$ cat src/assert_macros.svh
// Assertion helpers shared by the RTL.
`ifndef ASSERT_MACROS_SVH
`define ASSERT_MACROS_SVH

// Checked on every rising clock edge outside reset.
`define SRCC_ASSERT(label, prop, msg) \
	label: assert property (@(posedge clk) disable iff (!arst_n) prop) else $error(msg);

// Checked on every rising clock edge, reset included.
`define SRCC_ASSERT_ALWAYS(label, prop, msg) \
	label: assert property (@(posedge clk) prop) else $error(msg);

`endif

$ cat src/srcc_pkg.sv
`timescale 1ns / 1ps
// ----------------------------------------------------------------------------
// srcc_pkg
// Types, character codes and helpers for the sentence checksum checker.
// ----------------------------------------------------------------------------
package srcc_pkg;

	localparam int MAX_LINE_BYTES = 120;
	localparam int CNT_W          = 7;
	localparam int HDR_LEN        = 6;
	localparam int TAIL_LEN       = 5;

	typedef logic [7:0] byte_t;
	typedef logic [CNT_W-1:0] cnt_t;
	// element 0 is the first byte of the line
	typedef logic [0:HDR_LEN-1][7:0] hdr_t;
	// element 0 is the oldest byte of the window
	typedef logic [TAIL_LEN-1:0][7:0] tail_t;

	localparam byte_t CH_STAR = 8'h2A;
	localparam byte_t CH_LF   = 8'h0A;
	localparam byte_t CH_NUL  = 8'h00;
	localparam byte_t CH_0    = 8'h30;
	localparam byte_t CH_9    = 8'h39;
	localparam byte_t CH_A    = 8'h41;
	localparam byte_t CH_F    = 8'h46;

	localparam hdr_t HDR_PFO = "$RMPFO";
	localparam hdr_t HDR_SET = "$RMSET";
	localparam hdr_t HDR_VAR = "$RMVAR";
	localparam hdr_t HDR_CMD = "$RMCMD";
	localparam hdr_t HDR_REQ = "$RMREQ";

	typedef enum logic [2:0] {
		KIND_NONE = 3'd0,
		KIND_PFO  = 3'd1,
		KIND_SET  = 3'd2,
		KIND_VAR  = 3'd3,
		KIND_CMD  = 3'd4,
		KIND_REQ  = 3'd5
	} kind_t;

	// Line state as it stands after the current byte is taken in.
	typedef struct packed {
		hdr_t  hdr;
		tail_t tail;
		byte_t running_xor;
		cnt_t  content_len;
		logic  is_lf;
		logic  full;
	} line_view_t;

	typedef struct packed {
		logic  line_end;
		logic  line_valid;
		kind_t message_kind;
		logic  overflow;
		byte_t received_checksum;
	} result_t;

	// Upper-case hex only; anything else reads as zero.
	function automatic logic [3:0] hex_digit(input byte_t c);
		logic [3:0] v;
		v = 4'd0;
		if (c >= CH_0 && c <= CH_9) begin
			v = c[3:0];
		end else if (c >= CH_A && c <= CH_F) begin
			v = 4'(c[3:0] + 4'd9);
		end
		return v;
	endfunction

	function automatic kind_t classify(input hdr_t h);
		kind_t k;
		k = KIND_NONE;
		priority if (h == HDR_PFO) k = KIND_PFO;
		else if (h == HDR_SET) k = KIND_SET;
		else if (h == HDR_VAR) k = KIND_VAR;
		else if (h == HDR_CMD) k = KIND_CMD;
		else if (h == HDR_REQ) k = KIND_REQ;
		else k = KIND_NONE;
		return k;
	endfunction

endpackage

$ cat src/srcc_in_if.sv
`timescale 1ns / 1ps
// ----------------------------------------------------------------------------
// srcc_in_if
// Byte request channel: valid, ready and one received character.
// ----------------------------------------------------------------------------
interface srcc_in_if;
	logic               valid;
	logic               ready;
	srcc_pkg::byte_t    rx_byte;

	modport source (output valid, output rx_byte, input ready);
	modport sink   (input valid, input rx_byte, output ready);
endinterface

$ cat src/srcc_out_if.sv
`timescale 1ns / 1ps
// ----------------------------------------------------------------------------
// srcc_out_if
// Result request channel: one line status per received byte.
// ----------------------------------------------------------------------------
interface srcc_out_if;
	logic               valid;
	logic               ready;
	logic               line_end;
	logic               line_valid;
	logic [2:0]         message_kind;
	logic               overflow;
	srcc_pkg::byte_t    received_checksum;

	modport source (output valid, output line_end, output line_valid,
		output message_kind, output overflow, output received_checksum,
		input ready);
	modport sink   (input valid, input line_end, input line_valid,
		input message_kind, input overflow, input received_checksum,
		output ready);
endinterface

$ cat src/srcc_line_track.sv
`timescale 1ns / 1ps
// ----------------------------------------------------------------------------
// srcc_line_track
// Per-line state: byte count, header, tail window and running XOR.
// ----------------------------------------------------------------------------
module srcc_line_track (
	input  logic                    clk,
	input  logic                    arst_n,
	input  logic                    step,
	input  srcc_pkg::byte_t         rx_byte,
	output srcc_pkg::line_view_t    view
);

	srcc_pkg::cnt_t   byte_count_q;
	srcc_pkg::cnt_t   content_len_q;
	logic             zero_seen_q;
	srcc_pkg::hdr_t   hdr_q;
	srcc_pkg::tail_t  tail_q;
	srcc_pkg::byte_t  xor_q;

	srcc_pkg::cnt_t   count_d;
	srcc_pkg::cnt_t   len_d;
	logic             zero_d;
	srcc_pkg::hdr_t   hdr_d;
	srcc_pkg::tail_t  tail_d;
	srcc_pkg::byte_t  xor_d;
	logic             clear;

	always_comb begin
		count_d = srcc_pkg::cnt_t'(byte_count_q + 1'b1);
		len_d   = content_len_q;
		zero_d  = zero_seen_q;
		hdr_d   = hdr_q;
		tail_d  = tail_q;
		xor_d   = xor_q;

		for (int i = 0; i < srcc_pkg::HDR_LEN; i++) begin
			if (byte_count_q == srcc_pkg::cnt_t'(i)) begin
				hdr_d[i] = rx_byte;
			end
		end

		if (!zero_seen_q) begin
			if (rx_byte == srcc_pkg::CH_NUL) begin
				zero_d = 1'b1;
			end else begin
				// byte leaving the window joins the sum once index 0 has gone by
				if (content_len_q >= srcc_pkg::cnt_t'(srcc_pkg::HDR_LEN)) begin
					xor_d = xor_q ^ tail_q[0];
				end
				for (int i = 0; i < srcc_pkg::TAIL_LEN - 1; i++) begin
					tail_d[i] = tail_q[i+1];
				end
				tail_d[srcc_pkg::TAIL_LEN-1] = rx_byte;
				if (content_len_q != '1) begin
					len_d = srcc_pkg::cnt_t'(content_len_q + 1'b1);
				end
			end
		end

		view.hdr         = hdr_d;
		view.tail        = tail_d;
		view.running_xor = xor_d;
		view.content_len = len_d;
		view.is_lf       = (rx_byte == srcc_pkg::CH_LF);
		view.full        = (count_d >= srcc_pkg::cnt_t'(srcc_pkg::MAX_LINE_BYTES));
		clear            = view.is_lf || view.full;
	end

	always_ff @(posedge clk or negedge arst_n) begin
		if (!arst_n) begin
			byte_count_q  <= '0;
			content_len_q <= '0;
			zero_seen_q   <= 1'b0;
			hdr_q         <= '0;
			tail_q        <= '0;
			xor_q         <= '0;
		end else if (step) begin
			if (clear) begin
				byte_count_q  <= '0;
				content_len_q <= '0;
				zero_seen_q   <= 1'b0;
				hdr_q         <= '0;
				tail_q        <= '0;
				xor_q         <= '0;
			end else begin
				byte_count_q  <= count_d;
				content_len_q <= len_d;
				zero_seen_q   <= zero_d;
				hdr_q         <= hdr_d;
				tail_q        <= tail_d;
				xor_q         <= xor_d;
			end
		end
	end

endmodule

$ cat src/srcc_line_check.sv
`timescale 1ns / 1ps
// ----------------------------------------------------------------------------
// srcc_line_check
// End-of-line check: star position, hex checksum compare, prefix class.
// ----------------------------------------------------------------------------
module srcc_line_check (
	input  srcc_pkg::line_view_t    view,
	output srcc_pkg::result_t       res
);

	logic             star_ok;
	srcc_pkg::byte_t  sum;
	logic             sum_ok;

	always_comb begin
		star_ok = view.is_lf
			&& (view.content_len >= srcc_pkg::cnt_t'(srcc_pkg::TAIL_LEN))
			&& (view.tail[0] == srcc_pkg::CH_STAR);
		sum     = {srcc_pkg::hex_digit(view.tail[1]), srcc_pkg::hex_digit(view.tail[2])};
		sum_ok  = star_ok && (sum == view.running_xor);

		res.line_end          = view.is_lf;
		res.line_valid        = sum_ok;
		res.message_kind      = sum_ok ? srcc_pkg::classify(view.hdr) : srcc_pkg::KIND_NONE;
		res.overflow          = !view.is_lf && view.full;
		res.received_checksum = star_ok ? sum : '0;
	end

endmodule

$ cat src/sentence_receiver_checksum_check_unit.sv
`timescale 1ns / 1ps
// A byte reaches its result through the input register, then the result register.
// Throughput: one byte per cycle if results drain; a single line-state pass per byte.
// A stalled result holds the byte path one stage deep; one request still lands in the
// input register while the result waits.
// Reset: arst_n clears both stage valids and all line state at once.
// ----------------------------------------------------------------------------
// sentence_receiver_checksum_check_unit
// Checks "$BODY*HH" sentences for star position and XOR checksum, flags
// overlong lines and classifies the $RM prefix, one result per byte.
// ----------------------------------------------------------------------------
`include "assert_macros.svh"

module sentence_receiver_checksum_check_unit (
	input  logic            clk,
	input  logic            arst_n,
	srcc_in_if.sink         rx,
	srcc_out_if.source      res
);

	// Stage 1: the accepted byte waits here for the line-state pass.
	logic                   valid_s1;
	srcc_pkg::byte_t        byte_s1;

	// Result register, parted from stage 1 so input keeps flowing.
	logic                   res_valid_q;
	srcc_pkg::result_t      res_q;

	srcc_pkg::line_view_t   view;
	srcc_pkg::result_t      res_d;

	logic                   adv;
	logic                   rx_take;

	// Stage 1 moves on whenever the result register is empty or being drained.
	assign adv      = valid_s1 && (!res_valid_q || res.ready);
	assign rx.ready = !valid_s1 || adv;
	assign rx_take  = rx.valid && rx.ready;

	srcc_line_track u_track (
		.clk     (clk),
		.arst_n  (arst_n),
		.step    (adv),
		.rx_byte (byte_s1),
		.view    (view)
	);

	srcc_line_check u_check (
		.view (view),
		.res  (res_d)
	);

	always_ff @(posedge clk or negedge arst_n) begin
		if (!arst_n) begin
			valid_s1    <= 1'b0;
			res_valid_q <= 1'b0;
		end else begin
			valid_s1 <= rx_take || (valid_s1 && !adv);
			if (adv) begin
				res_valid_q <= 1'b1;
			end else if (res.ready) begin
				res_valid_q <= 1'b0;
			end
		end
	end

	// payload registers: no reset
	always_ff @(posedge clk) begin
		if (rx_take) begin
			byte_s1 <= rx.rx_byte;
		end
		if (adv) begin
			res_q <= res_d;
		end
	end

	assign res.valid             = res_valid_q;
	assign res.line_end          = res_q.line_end;
	assign res.line_valid        = res_q.line_valid;
	assign res.message_kind      = res_q.message_kind;
	assign res.overflow          = res_q.overflow;
	assign res.received_checksum = res_q.received_checksum;

	// A line cannot both close and overflow on the same byte.
	`SRCC_ASSERT(a_end_xor_ovf, res_valid_q |-> !(res_q.line_end && res_q.overflow), "line end with overflow")
	// A class is only reported on a checked line end.
	`SRCC_ASSERT(a_kind_valid, (res_valid_q && res_q.message_kind != srcc_pkg::KIND_NONE) |-> (res_q.line_valid && res_q.line_end), "kind without valid line")
	// Every stage-1 advance fills the result register.
	`SRCC_ASSERT(a_adv_fills, adv |=> res_valid_q, "advance lost")
	// A held stage-1 byte is neither dropped nor overwritten.
	`SRCC_ASSERT(a_s1_hold, (valid_s1 && !adv) |=> (valid_s1 && $stable(byte_s1)), "stage 1 byte lost")
	// Nothing is offered while reset is applied.
	`SRCC_ASSERT_ALWAYS(a_rst_idle, !arst_n |-> (!res_valid_q && !valid_s1), "valid during reset")

endmodule

$ cat src/flat_wrapper.sv
// flat-port wrapper written by rule: the top's interface ports become plain ports
module sentence_receiver_checksum_check_unit_flat 
  (clk, arst_n, rx_valid, rx_rx_byte, rx_ready, res_valid, res_line_end, res_line_valid, res_message_kind, res_overflow, res_received_checksum, res_ready);
  srcc_in_if rx_i ();
  srcc_out_if res_i ();
  input  logic clk;
  input  logic arst_n;
  input wire logic [$bits(rx_i.valid)-1:0] rx_valid;
  input wire logic [$bits(rx_i.rx_byte)-1:0] rx_rx_byte;
  output wire logic [$bits(rx_i.ready)-1:0] rx_ready;
  output wire logic [$bits(res_i.valid)-1:0] res_valid;
  output wire logic [$bits(res_i.line_end)-1:0] res_line_end;
  output wire logic [$bits(res_i.line_valid)-1:0] res_line_valid;
  output wire logic [$bits(res_i.message_kind)-1:0] res_message_kind;
  output wire logic [$bits(res_i.overflow)-1:0] res_overflow;
  output wire logic [$bits(res_i.received_checksum)-1:0] res_received_checksum;
  input wire logic [$bits(res_i.ready)-1:0] res_ready;
  assign rx_i.valid = rx_valid;
  assign rx_i.rx_byte = rx_rx_byte;
  assign rx_ready = rx_i.ready;
  assign res_valid = res_i.valid;
  assign res_line_end = res_i.line_end;
  assign res_line_valid = res_i.line_valid;
  assign res_message_kind = res_i.message_kind;
  assign res_overflow = res_i.overflow;
  assign res_received_checksum = res_i.received_checksum;
  assign res_i.ready = res_ready;
  sentence_receiver_checksum_check_unit u_core (.clk(clk), .arst_n(arst_n), .rx(rx_i), .res(res_i));
endmodule
$ cat config.mk
export PLATFORM = sky130hd
export DESIGN_NAME = sentence_receiver_checksum_check_unit_flat
export DESIGN_NICKNAME = d
export VERILOG_FILES = /design/src/srcc_pkg.sv /design/src/srcc_in_if.sv /design/src/srcc_out_if.sv /design/src/srcc_line_track.sv /design/src/srcc_line_check.sv /design/src/sentence_receiver_checksum_check_unit.sv /design/src/flat_wrapper.sv
export VERILOG_INCLUDE_DIRS = /design/src /design/src/src
export SDC_FILE = /design/constraint.sdc
export NUM_CORES = 1
export LEC_CHECK = 0
export BUFFER_PORTS_ARGS = -buffer_cell sky130_fd_sc_hd__buf_2
export CAP_MARGIN = 20
export CORE_MARGIN = 10
export CORE_UTILIZATION = 45
export CTS_CLUSTER_SIZE = 40
export DETAILED_ROUTE_END_ITERATION = 12
export MAX_ROUTING_LAYER = met4
export PLACE_DENSITY_LB_ADDON = 0.12
export SLEW_MARGIN = 20
export SYNTH_ARGS = -nofsm -noshare
export SYNTH_HDL_FRONTEND = slang
export SYNTH_HIERARCHICAL = 1
export SYNTH_SLANG_ARGS = --single-unit
export TNS_END_PERCENT = 30
$ cat constraint.sdc
create_clock -name clk -period 7.4 [get_ports clk]
set_input_delay 1.48 -clock clk [delete_from_list [all_inputs] [get_ports clk]]
set_output_delay 1.48 -clock clk [all_outputs]
set_load 0.02 [all_outputs]
# After elaboration in Yosys (flattened, before gate mapping)
# Cells that the tools add are included.
# W data, S select, Z words.
dict set report op_classes {
  add_sub_neg 4
  multipliers 0
  n_div 0
  magnitude_cmp 11
  eq_ne 16
  shift 0
  n_mux 33
  bitwise 2
  n_reduce_logical 25
}
# cell n
set ops {}
lappend ops {{$eq A48 B46 Y1 const B} 5}
lappend ops {{$mux W40} 3}
lappend ops {{$mux W8} 10}
lappend ops {{$mux W48} 1}
lappend ops {{$mux W7} 5}
lappend ops {{$ge A8 B6 Y1 const B} 2}
lappend ops {{$ge A8 B7 Y1 const B} 2}
lappend ops {{$le A8 B6 Y1 const B} 2}
lappend ops {{$le A8 B7 Y1 const B} 2}
lappend ops {{$mux W4} 4}
lappend ops {{$add A7 B1 Y7 const B} 2}
lappend ops {{$eq A7 B2 Y1 const B} 2}
lappend ops {{$eq A7 B3 Y1 const B} 2}
lappend ops {{$ge A7 B3 Y1 const B} 2}
lappend ops {{$logic_and A1 B1 Y1} 11}
lappend ops {{$add A4 B4 Y4 const B} 2}
lappend ops {{$eq A8 B4 Y1 const B} 1}
lappend ops {{$eq A8 B6 Y1 const B} 1}
lappend ops {{$eq A8 B8 Y1} 1}
lappend ops {{$logic_not A8 Y1} 1}
lappend ops {{$xor A8 B8 Y8} 1}
lappend ops {{$eq A7 B1 Y1 const B} 1}
lappend ops {{$ge A7 B7 Y1 const B} 1}
lappend ops {{$logic_not A7 Y1} 1}
lappend ops {{other kinds (13)} 26}
dict set report totals {
  regBits 135
  latchBits 0
  ram_bits 0
  romBits 0
  out_inout_bits 16
  elab_cells 116
  memories 0
}

# Logic depth before layout (Yosys ltp)
dict set report depth {
  depth_word 11
  ltp_mapped 18
  mapped_depth_nobuf 12
}

# Cells and area by module
# The synthesis kept the hierarchy.
# module n_inst cells_each area_each_um2 seq_area_each_um2
set by_module_without_submodules {}
lappend by_module_without_submodules {srcc_line_track 1 579 5859.4 2777.7}
lappend by_module_without_submodules {srcc_line_check 1 129 913.4 0.0}
lappend by_module_without_submodules {sentence_receiver_checksum_check_unit 1 30 764.5 710.7}

# Least setup slack after synthesis
# No wires, ideal clock.
dict set report synth_path {
  path_kind {flip-flop to flip-flop}
  startpoint {register u_core.byte_s1[6]}
  endpoint {register u_core.res_q, in the netlist u_core/res.line_valid (data pin)}
  arrival_ns 3.761
  t_required_ns 7.274
  slack_ns 3.513
  path_stages_with_launch 18
  path_buffers 5
  synth_period_minus_slack_ns 3.887
  cell_sequence {edfxtp_1 > buf_2 > nor4_1 > a21o_1 > buf_2 > buf_2 > buf_1 > nand2_1 > nand2_1 > inv_1 > ha_1 > or3b_2 > or4_1 > nand3_1 > nor4b_2 > nand4_1 > nor3_1 > buf_4}
}
# element line
set synth_rtl {}
lappend synth_rtl {{start: declaration} sentence_receiver_checksum_check_unit.sv:23} ;# srcc_pkg::byte_t byte_s1;
lappend synth_rtl {{start signal: assignment} sentence_receiver_checksum_check_unit.sv:70} ;# byte_s1 <= rx.rx_byte;
lappend synth_rtl {{end signal: assignment} sentence_receiver_checksum_check_unit.sv:73} ;# res_q <= res_d;
lappend synth_rtl {{end: declaration} sentence_receiver_checksum_check_unit.sv:27} ;# srcc_pkg::result_t res_q;

==> metrics.csv <==
stage;metric;value;unit
placed_design;dpl.cell_count;917;
sta;finalCritPeriodShare;0.542;
drt;vias_per_cell;5.91;
die;ios;28;
sta;final.setup.tns;0;ns
layout;areaGrowthSynthToFinish;12.2;%
die;initial_core_util;0.462;
placed_design;gp_congestion;0.896;
sta;final_max_slew_viol_count;0;
die;fp.coreArea;15900;µm²
die;die-height;148;µm
outcome;status;completed;
sta;rsz0062_at_grt;false;
cts;cts_buffers;17;
grt;grt_pass1_wl;31300;µm
worst_setup_path;required;7.65;ns
drt;drc;0;
pwr;cellLeakagePower;3.63;nW
die;die_w;148;µm
cts;cts_hold_buf;0;
worst_setup_path;crit_arrival;4.26;ns
yosys;avgSynthCellArea;10.4;µm²
sta;finalClockSkew;0.0152;ns
layout;instances_no_fill;949;
worst_setup_path;critical_path.most_common_cell;nand2_1;
worst_setup_path;crit_fanout;27;
placed_design;portBuffers;27;
drt;dr.pass1.iters;4;
yosys;yosysWarnings;6;
sta;worst_slew_margin_rel;0.322;
drt;ant_nets;0;
layout;drive_gt1_frac;0.192;
pwr;p_per_area;248;nW/µm²
placed_design;place_hpwl;13000;µm
cts;clock_latency;0.42;ns
worst_setup_path;reg2reg_setup_slack;3.39;ns
cts;cts_tree;yes;
cts;post_cts_buffers;0;
layout;fillers;1461;
layout;nets;744;
grt;grt_pass1_vias;5641;
sta;finalSetupViolations;0;
worst_setup_path;cp_cell_sequence;nor4_1 > a21o_1 > buf_4 > nand2_1 > nand2_1 > inv_1 > ha_1 > or3b_2 > or4_1 > nand3_1 > nor4b_2 > nand4_1 > nor3_1;
layout;diodes;0;
cts;htreeDepth;4;
grt;grt_usage;0.184;
grt;antenna_found_initial;0;
die;rows;46;
worst_setup_path;setup.worst_path.start_class;flop;
cts;cts_resized;0;
drt;wl_per_cell;20.2;µm
sta;worst_pin_slew;1.01;ns
cts;clockBufferDepth;2;
cts;clock-root-buffer;clkbuf_16;
cts;clk_pin_slew_worst_paths;0.06;ns
drt;drt-initial-drc-count;360;
drt;drt-total-wl;19200;µm
die;die_area;21900;µm²
worst_setup_path;end_kind;flop;
grt;grt_overflow_total;0;
yosys;synthCells;705;
worst_setup_path;cpMaxStageDelayCell;edfxtp_1;
flow_run;drv_cap;0;
worst_hold_path;hold_path.class;flop to flop;
worst_setup_path;critical_path_class;flop to flop;
worst_setup_path;max_stage_delay;0.53;ns
drt;vias;5611;
sta;timing.fmax;249;MHz
sta;period_minus_slack;4.01;ns
yosys;synth_nets;729;
yosys;netlist_area;7360;µm²
pwr;ir_drop;189;µV
grt;grt_max_degree;76;
sta;finalHoldViolations;0;
cts;cts_sinks;135;
## worst paths after layout
path / start / endpoint / cells after the start
setup / recovery: u_core/byte_s1[6] / u_core/res.message_kind[2] / 13
hold reg to reg: u_core/u_track/hdr_q[18] / u_core/u_track/hdr_q[18] / 1
setup reg to reg: u_core/byte_s1[6] / u_core/res.message_kind[2] / 13
max in group asynchronous: arst_n / u_core/u_track/tail_q[33] / 2
hold / removal: u_core/u_track/hdr_q[18] / u_core/u_track/hdr_q[18] / 1
min in group asynchronous: arst_n / u_core/u_track/xor_q[6] / 1
## state kept, by name (all words and copies together), names as in the netlist
| register | count |
|---|---|
| u_core/u_track/zero_seen_q | 1 |
| u_core/u_track/hdr_q | 48 |
| u_core/byte_s1 | 8 |
| u_core/res.received_checksum | 8 |
| u_core/u_track/content_len_q | 7 |
| u_core/res.overflow | 1 |
| u_core/u_track/byte_count_q | 7 |
| u_core/valid_s1 | 1 |
| u_core/u_track/xor_q | 8 |
| u_core/res.valid | 1 |
| u_core/res.message_kind | 3 |
| u_core/res.line_end | 1 |
| u_core/res.line_valid | 1 |
| u_core/u_track/tail_q | 40 |
## metal layers
metal  routed length [µm]  up-vias  part of all wire  GRT usage
li1                     -     2643                 -          -
met1                 9130     2833              0.48      0.240
met2                 9180      122              0.48      0.284
met3                  716       13             0.037     0.0382
met4                  182        0            0.0095     0.0481
met5                    0        -                 0          -
## where the power goes
| group | switching [W] | leakage, nW | total [W] | internal, W |
|---|---|---|---|---|
| clock network | 0.000321 | 0.294 | 0.000864 | 0.000544 |
| logic | 0.000186 | 1.62 | 0.000289 | 0.000103 |
| registers | 0.0000746 | 1.71 | 0.000891 | 0.000816 |
| total | 0.000582 | 3.63 | 0.00204 | 0.00146 |
## placed cells by master, fill, tap and decap left out, types with 14 or more instances in the layout
master     instances
nor2_1            18
nand3_1           14
mux2_2            47
nand2_1          126
buf_2             26
inv_1             23
a22o_1            33
dfrtp_1          113
clkbuf_16         18
o2bb2ai_1         58
edfxtp_1          22
## through the flow
step,area (µm²),util,hold WS [ns],power [W],setup WS (ns)
finish,8250,0.518,0.483,0.00204,3.39
floorplan,7360,-,0.451,0.00110,3.64
CTS,8250,0.518,0.485,0.00206,3.39
global route,8250,0.518,0.499,0.00213,3.15
global placement,7640,0.479,0.470,0.00118,3.59
detailed placement,7640,0.479,0.470,0.00119,3.38
## worst max-delay path: cells and delay by family, from the launching register on
| kind | cells | cell delay (ns) |
|---|---|---|
| AOI/OAI and AO/OA | 1 | 0.19 |
| DFF | 1 | 0.53 |
| buffers and inverters | 2 | 0.37 |
| adders and majority gates | 1 | 0.28 |
| and+or+nand+nor | 9 | 2.47 |
## area by class of cell
type | count | area, µm² | share of cell area
flip-flops and latches | 135 | 3490 | 0.423
well taps | 216 | 270 | 0.0327
clock buffers | 22 | 495 | 0.0600
multi-input cells | 508 | 3600 | 0.437
clock inverters | 10 | 116 | 0.0141
inverters | 24 | 90.1 | 0.0109
repair buffers | 34 | 190 | 0.0230
Power figures use the tool's default switching activity.
